`src/hw/rtl/assert_macros.svh`:
```
`ifndef ASSERT_MACROS_SVH
`define ASSERT_MACROS_SVH

// Same-cycle implication, masked while reset is high.
`define ASSERT_IMPLIES(lbl, clk, rst, ante, cons) \
   lbl: assert property (@(posedge clk) disable iff (rst) (ante) |-> (cons)) \
      else $error("same-cycle implication violated");

// Next-cycle implication, masked while reset is high.
`define ASSERT_NEXT(lbl, clk, rst, ante, cons) \
   lbl: assert property (@(posedge clk) disable iff (rst) (ante) |=> (cons)) \
      else $error("next-cycle implication violated");

`endif

```
`src/hw/rtl/macd_pkg.sv`:
```
package macd_pkg;

   // Default sample and fraction widths
   localparam int SAMPLE_BITS_DEF = 32;
   localparam int FRAC_BITS_DEF   = 16;

   // Coefficients are Q16, unsigned, one extra bit to hold 1.0
   localparam int ALPHA_BITS = 16;
   localparam int ALPHA_W    = ALPHA_BITS + 1;
   localparam logic [ALPHA_W-1:0] ALPHA_ONE = ALPHA_W'(1) << ALPHA_BITS;

   localparam logic [ALPHA_W-1:0] SHORT_ALPHA_RST  = ALPHA_W'(10082);
   localparam logic [ALPHA_W-1:0] LONG_ALPHA_RST   = ALPHA_W'(4855);
   localparam logic [ALPHA_W-1:0] SIGNAL_ALPHA_RST = ALPHA_W'(13107);

   // Register map
   localparam int CSR_IDX_W = 2;
   localparam logic [CSR_IDX_W-1:0] CSR_SHORT_ALPHA  = CSR_IDX_W'(0);
   localparam logic [CSR_IDX_W-1:0] CSR_LONG_ALPHA   = CSR_IDX_W'(1);
   localparam logic [CSR_IDX_W-1:0] CSR_SIGNAL_ALPHA = CSR_IDX_W'(2);

   // Depth of the queue between front and back
   localparam int QUEUE_DEPTH = 2;

   // Head-of-queue status seen by the back end
   typedef struct packed {
      logic valid;
      logic seed;
   } q_status_type;

   // Coefficients above one act as one
   function automatic logic [ALPHA_W-1:0] clamp_alpha(input logic [ALPHA_W-1:0] a);
      clamp_alpha = (a > ALPHA_ONE) ? ALPHA_ONE : a;
   endfunction

endpackage

```
`src/hw/rtl/macd_front.sv`:
```
module macd_front #(
   parameter int SAMPLE_BITS = macd_pkg::SAMPLE_BITS_DEF
) (
   input  logic                          clock,
   input  logic                          reset,
   input  logic                          req_tvalid,
   output logic                          req_tready,
   input  logic signed [SAMPLE_BITS-1:0] req_price,
   input  logic                          req_series_start,
   output macd_pkg::q_status_type        q_stat,
   output logic signed [SAMPLE_BITS-1:0] q_price,
   input  logic                          q_pop
);

   localparam int DEPTH = macd_pkg::QUEUE_DEPTH;
   localparam int PTR_W = (DEPTH > 1) ? $clog2(DEPTH) : 1;
   localparam int CNT_W = $clog2(DEPTH + 1);

   logic signed [SAMPLE_BITS-1:0] price_mem_ff [DEPTH];
   logic                          seed_mem_ff  [DEPTH];
   logic [PTR_W-1:0]              wr_ptr_ff, wr_ptr_in;
   logic [PTR_W-1:0]              rd_ptr_ff, rd_ptr_in;
   logic [CNT_W-1:0]              count_ff, count_in;
   logic                          seen_ff, seen_in;
   logic                          push;
   logic                          seed;

   assign req_tready = (count_ff != CNT_W'(DEPTH));
   assign push       = req_tvalid && req_tready;

   // Classify: the first beat after reset or a flagged beat seeds the averages
   assign seed    = req_series_start || !seen_ff;
   assign seen_in = seen_ff || push;

   // Advance pointers and fill count
   always_comb begin
      wr_ptr_in = wr_ptr_ff;
      rd_ptr_in = rd_ptr_ff;
      if (push) begin
         wr_ptr_in = (wr_ptr_ff == PTR_W'(DEPTH - 1)) ? '0 : wr_ptr_ff + PTR_W'(1);
      end
      if (q_pop) begin
         rd_ptr_in = (rd_ptr_ff == PTR_W'(DEPTH - 1)) ? '0 : rd_ptr_ff + PTR_W'(1);
      end
      count_in = count_ff + CNT_W'(push) - CNT_W'(q_pop);
   end

   always_ff @(posedge clock) begin
      if (reset) begin
         wr_ptr_ff <= '0;
         rd_ptr_ff <= '0;
         count_ff  <= '0;
         seen_ff   <= 1'b0;
      end else begin
         wr_ptr_ff <= wr_ptr_in;
         rd_ptr_ff <= rd_ptr_in;
         count_ff  <= count_in;
         seen_ff   <= seen_in;
      end
   end

   // Hold queued beats
   always_ff @(posedge clock) begin
      if (push) begin
         price_mem_ff[wr_ptr_ff] <= req_price;
         seed_mem_ff[wr_ptr_ff]  <= seed;
      end
   end

   assign q_stat.valid = (count_ff != '0);
   assign q_stat.seed  = seed_mem_ff[rd_ptr_ff];
   assign q_price      = price_mem_ff[rd_ptr_ff];

endmodule

```
`config.mk`:
```
export PLATFORM = sky130hd
export DESIGN_NAME = macd_front
export DESIGN_NICKNAME = d
export VERILOG_FILES = /design/src/hw/rtl/assert_macros.svh /design/src/hw/rtl/macd_pkg.sv /design/src/hw/rtl/macd_front.sv
export SDC_FILE = /design/constraint.sdc
export NUM_CORES = 1
export LEC_CHECK = 0
export BUFFER_PORTS_ARGS = -buffer_cell sky130_fd_sc_hd__buf_4
export CAP_MARGIN = 5
export CORE_MARGIN = 3
export CORE_UTILIZATION = 38
export CTS_BUF_LIST = sky130_fd_sc_hd__clkbuf_4
export CTS_CLUSTER_DIAMETER = 80
export DETAILED_ROUTE_END_ITERATION = 12
export SLEW_MARGIN = 40
export SYNTH_ARGS = -nofsm -noshare
export SYNTH_HDL_FRONTEND = slang
export SYNTH_SLANG_ARGS = --single-unit
```
`constraint.sdc`:
```
create_clock -name clock -period 3.15 [get_ports clock]
set_input_delay 0.1575 -clock clock [delete_from_list [all_inputs] [get_ports clock]]
set_output_delay 0.1575 -clock clock [all_outputs]
set_load 0.02 [all_outputs]
```
## Yosys cells after proc, flatten, opt, wreduce, memory -nomap -nowiden

Memories as Yosys holds them, arrays and structs flattened. A register that Yosys moved wholly into a read port is not among the register bits.
Cells that the tools add are included.

| cells by class | value |
|---|---|
| equality and inequality tests | 1 |
| mux-type cells | 8 |
| add/sub/neg operators | 4 |
| reduce and logical (&&, ||, !) cells | 5 |

Operators by type and width:

| operator | count |
|---|---|
| 2-to-1 mux 1 bit | 8 |
| adder 1 bit (second input constant) | 2 |
| adder 2 x 1 -> 2 bit | 1 |
| logical OR 1 bit | 2 |
| inequality test 2 bit (second input constant) | 1 |
| nonzero test 2 bit | 1 |
| subtractor 2 x 1 -> 2 bit | 1 |
| logical AND 1 bit | 1 |
| zero test 1 bit | 1 |

| storage, ports and cells | value |
|---|---|
| input port bits | 37 |
| memory bits (writable) | 66 |
| bits in registers | 5 |
| word-level logic and storage cells | 24 |
| memories kept | 2 |

Memories:

| name | depth | width | rd ports | clocked after memory_dff | write ports | RTL line | text |
|---|---|---|---|---|---|---|---|
| price_mem_ff | 2 | 32 | 1 | 1 | 1 | macd_front.sv:19 | `logic signed [SAMPLE_BITS-1:0] price_mem_ff [DEPTH];` |
| seed_mem_ff | 2 | 1 | 1 | 1 | 1 | macd_front.sv:20 | `logic seed_mem_ff [DEPTH];` |

## Longest topological paths before layout

| logic depth | value |
|---|---|
| word-level depth | 4 |
| depth in mapped cells | 8 |

## Worst setup path before layout

Ideal clock, no wire load.

| timing | value |
|---|---|
| path type | register -> register |
| from | reg count_ff[0] |
| to | mem price_mem_ff[0][0] (netlist bit), enable pin |
| period minus slack after synthesis | 2.449 ns |
| path slack | 0.701 ns |
| data arrival time | 2.026 ns |
| stages on the path, launching flop included | 4 |
| setup time | 0.423 ns |
| buffers on the path | 0 |
| cells stage by stage | dfxtp_1 -> nand2b_2 -> nand2_2 -> nor2_1 |

| on the way | value |
|---|---|
| longest elaborated chain between the ends | 4 |

Ends and longest elaborated chain:

| element | RTL line | text |
|---|---|---|
| start, declared | macd_front.sv:23 | `logic [CNT_W-1:0] count_ff, count_in;` |
| start signal, assigned | macd_front.sv:57 | `count_ff <= count_in;` |
| inequality test 2 bit | macd_front.sv:28 | `assign req_tready = (count_ff != CNT_W'(DEPTH));` |
| net req_tready | macd_front.sv:7 | `output logic req_tready,` |
| logical AND 1 bit | macd_front.sv:29 | `assign push = req_tvalid && req_tready;` |
| 2-to-1 mux 1 bit | macd_front.sv:64 | `if (push) begin` |
| 2-to-1 mux 1 bit (implied by the code) | macd_front.sv:65 | `price_mem_ff[wr_ptr_ff] <= req_price;` |
| end, declared | macd_front.sv:19 |  |

The timed path passes the listed nets, and every way through them passes these cells.

==> summary.md <==
| Metric | Value |
|---|---|
| Hold Crit Class | `in -> reg` |
| Endpoints failing setup | `0` |
| Hold Vio Cnt, Final | `0` |
| Via count | `~1500` |
| Tcrit/Tclk final | `about 60%` |
| CP peak stage delay | `between 0.7 and 0.8 ns` |
| RSZ-0062 raised after global routing | `no` |
| DR WL/cell | `around 15 um` |
| Worst VDD drop | `around 0.35 mV` |
| Syn. warnings | `0` |
| Final net count | `around 280` |
| Vias/cell | `between 4 and 5` |
| Iteration-0 DRC Markers | `39` |
| Relative slew margins | `59.6%` |
| Pwr Density | `561 mW/mm^2` |
| Share of flip-flops with an asynchronous set or reset | `0%` |
| Largest net degree at the start of global routing | `34` |
| Setup TNS | `0 ns` |
| Area Growth Syn to Fin | `37.5%` |
| Simple-Gate Fraction of Synth Area | `2.94%` |
| Worst skew pair latency | `0.40 ns` |
| Root Buffer | `clkbuf_4` |
| Register area share after synthesis | `between 70% and 80%` |
| Status | `finished clean` |
| Number of I/O pins | `~70` |
| Max Cap Viol | `0` |
| Cells after Synth | `between 100 and 150` |
| Mux share of post-synthesis cell area | `~18%` |
| Top delay family on crit path | `flip-flops` |
| Leak pwr | `approximately 1.5 nW` |
| Antenna Violating Nets Remaining | `0` |
| Most frequent cell after synthesis | `edfxtp_1` |
| Minimum hold slack | `between 0.02 and 0.025 ns` |
| Synth Area in Adders | `0.892%` |
| Main area contributors after synthesis | `edfxtp_1 (71%), mux2_4 (17%), dfxtp_1 (4.3%), buf_12 (2.1%), mux2_2 (1.2%)` |
| Area leader, netlist | `edfxtp_1` |
| Clock tree buffer depth | `2` |
| Setup Skew | `around 0.01 ns` |
| Vias in the first global route | `around 1700` |
| Leading cell types by count after synthesis | `edfxtp_1 (66), mux2_4 (31), dfxtp_1 (6), nor2_1 (6)` |
| First-pass GRT wire length | `about 8000 um` |
| Total CTS buffers | `9` |
| Initial core utilization | `approximately 40%` |
| Core Area | `roughly 0.0070 mm^2` |
| Total Die Area | `between 0.008 and 0.009 mm^2` |
| Rows | `30` |
| Synth top area share | `a little over two thirds` |
| Synth Flop Type | `edfxtp_1` |
| Post-route cell area | `a little under 0.004 mm^2` |
| Detailed Place HPWL | `roughly 3500 um` |
| Total routed wirelength | `between 5000 and 6000 um` |
| CTS tree | `yes` |
| Peak fanout along the critical path | `33` |
| Clock-pin slew on the worst setup and hold paths | `0.11 ns` |
| Fillers | `~600` |
| Fin crit period | `about 1.9 ns` |
| Share of cells above drive strength 1 | `about half` |
| Post-synthesis xor/xnor area fraction | `less than 1%` |
| Crit Path Category | `reg -> out` |
| CTS Sinks | `72` |
| Slowest cell on the critical path | `dfxtp_4` |
| Die Ht | `around 90 um` |
| Synthesized cell area | `0.00281 mm^2` |
| I/O Buffers | `between 70 and 80` |
| RePlAce Congestion | `between 0.6 and 0.7` |
| Fmax | `between 500 and 600 MHz` |
| Max Slew Vio Count | `0` |
| Mapped Nets | `170` |
| CP Buf/Inv Count | `1` |
| Placed Area | `0.00342 mm^2` |
| DR pass1 iterations | `4` |
| DRC viols | `0` |
| H-tree levels | `3` |
| Critical path cell sequence | `mux2_2 -> buf_4` |
| Post-CTS Setup Repair Bufs | `0` |
| Syn_area_per_cell | `between 20 and 25 um^2` |
| Worst slew pin tran | `0.607 ns` |
| Yosys reg bits | `between 70 and 80` |
| Number of flops mapped to enable cells by yosys | `66` |
| Initial antenna violation count | `0` |
| Count of cell types in the netlist | `20` |
| GRT Resource Usage Total | `roughly 13%` |
| Nature of the critical path endpoint | `primary output` |
| Required time worst endpoint | `2.99 ns` |
| Antenna diodes | `0` |
| Synth Area in Compound Gates | `less than 1%` |
| Arr. time, crit path | `between 1.5 and 2 ns` |
| Critical path launch point type | `register` |
| Largest family of logic cells by synthesized area | `multiplexers` |
| Chip Width | `91.9 um` |
| GRT Residual Overflow | `0` |
[worst paths after layout]
| path | slack (ns) | to | from | cells after the start |
|---|---|---|---|---|
| worst min-delay path | 0.02 | register | q_pop | 3 |
| worst min register to register | 0.53 | register | rd_ptr_ff | 2 |
| worst max register to register | 1.45 | count_ff[1] | count_ff[0] | 8 |
| worst max-delay path | 1.26 | q_price[27] | register | 2 |
[cell usage in the layout (no fill, tap or decap), drive strengths merged]
| cell | Yosys | final |
|---|---|---|
| clkinvlp | 0 | 2 |
| clkbuf | 0 | 9 |
| a21oi | 1 | 1 |
| edfxtp | 66 | 66 |
| nor2 | 6 | 6 |
| dfxtp | 6 | 6 |
| nand2 | 1 | 1 |
| and3 | 1 | 1 |
| ha | 2 | 2 |
| xor2 | 1 | 1 |
| inv | 1 | 1 |
| clkinv | 0 | 5 |
| xnor2 | 1 | 1 |
| nor3 | 1 | 1 |
| dlygate4sd3 | 0 | 33 |
| and2b | 2 | 2 |
| and2 | 1 | 1 |
| mux2 | 34 | 34 |
| or2 | 1 | 1 |
| nand2b | 2 | 2 |
| buf | 4 | 73 |
[tightest hold or removal path: cells and delay by family]
kind                   cells  cell delay (ns)
XOR/XNOR                   1             0.07
buffers and inverters      1             0.09
AND/OR/NAND/NOR            1             0.07
[cells by family (layout without fill, tap and decap cells)]
group	Yosys count	count (layout)
buffers and inverters	5	123
flip-flops	72	72
AO/OA/AOI/OAI	1	1
multiplexers	34	34
AND/OR/NAND/NOR	15	15
adder cells (fa/ha/maj)	2	2
XOR/XNOR	2	2
[flip-flops by register name, summed over array words and instances, names as in the netlist, named ones only]
register	flops
count_ff	2
price_mem_ff	64
rd_ptr_ff	1
seed_mem_ff	2
seen_ff	1
wr_ptr_ff	1
[metal layers]
layer	track usage [%]	share of wire, %	wire [um]
met1	14.2	40	2010
met3	4.35	5.4	273
met4	5.57	1.6	79
met5	0	0	0
met2	22.0	53	2710
[area by class of cell]
cell class | count | area [um^2] | share of cell area (%)
sequential | 72 | 2110 | 54.6
timing repair buffer | 106 | 886 | 23.0
multi-input combinational | 54 | 637 | 16.5
tap | 96 | 120 | 3.11
clock buffer | 9 | 67.6 | 1.75
clock inverter | 7 | 38.8 | 1.01
inverter | 1 | 3.75 | 0.0973
[through the flow]
stage                     power (W)  worst slack [ns]  instances  utilization (%)
after floorplan             0.00152             0.701        131                -
after global placement      0.00169              1.38        295             48.8
after detailed placement    0.00171              1.48        296             49.0
after CTS                   0.00219              1.22        345             55.3
after global routing        0.00227              1.14        345             55.3
final                       0.00217              1.26        345             55.3
[where the power goes]
group | internal [W] | switching, W | leakage (nW)
sequential | 0.00116 | 0.0000521 | 0.664
combinational | 0.000267 | 0.000233 | 0.812
clock | 0.000154 | 0.000299 | 0.0589
[what timing repair did]
item | in CTS | in global routing
hold buffers | 33 | 0
resized for setup | 0 | 0
hold endpoints to repair | 68 | 0
Note: power is estimated with default switching activity, not from simulation.
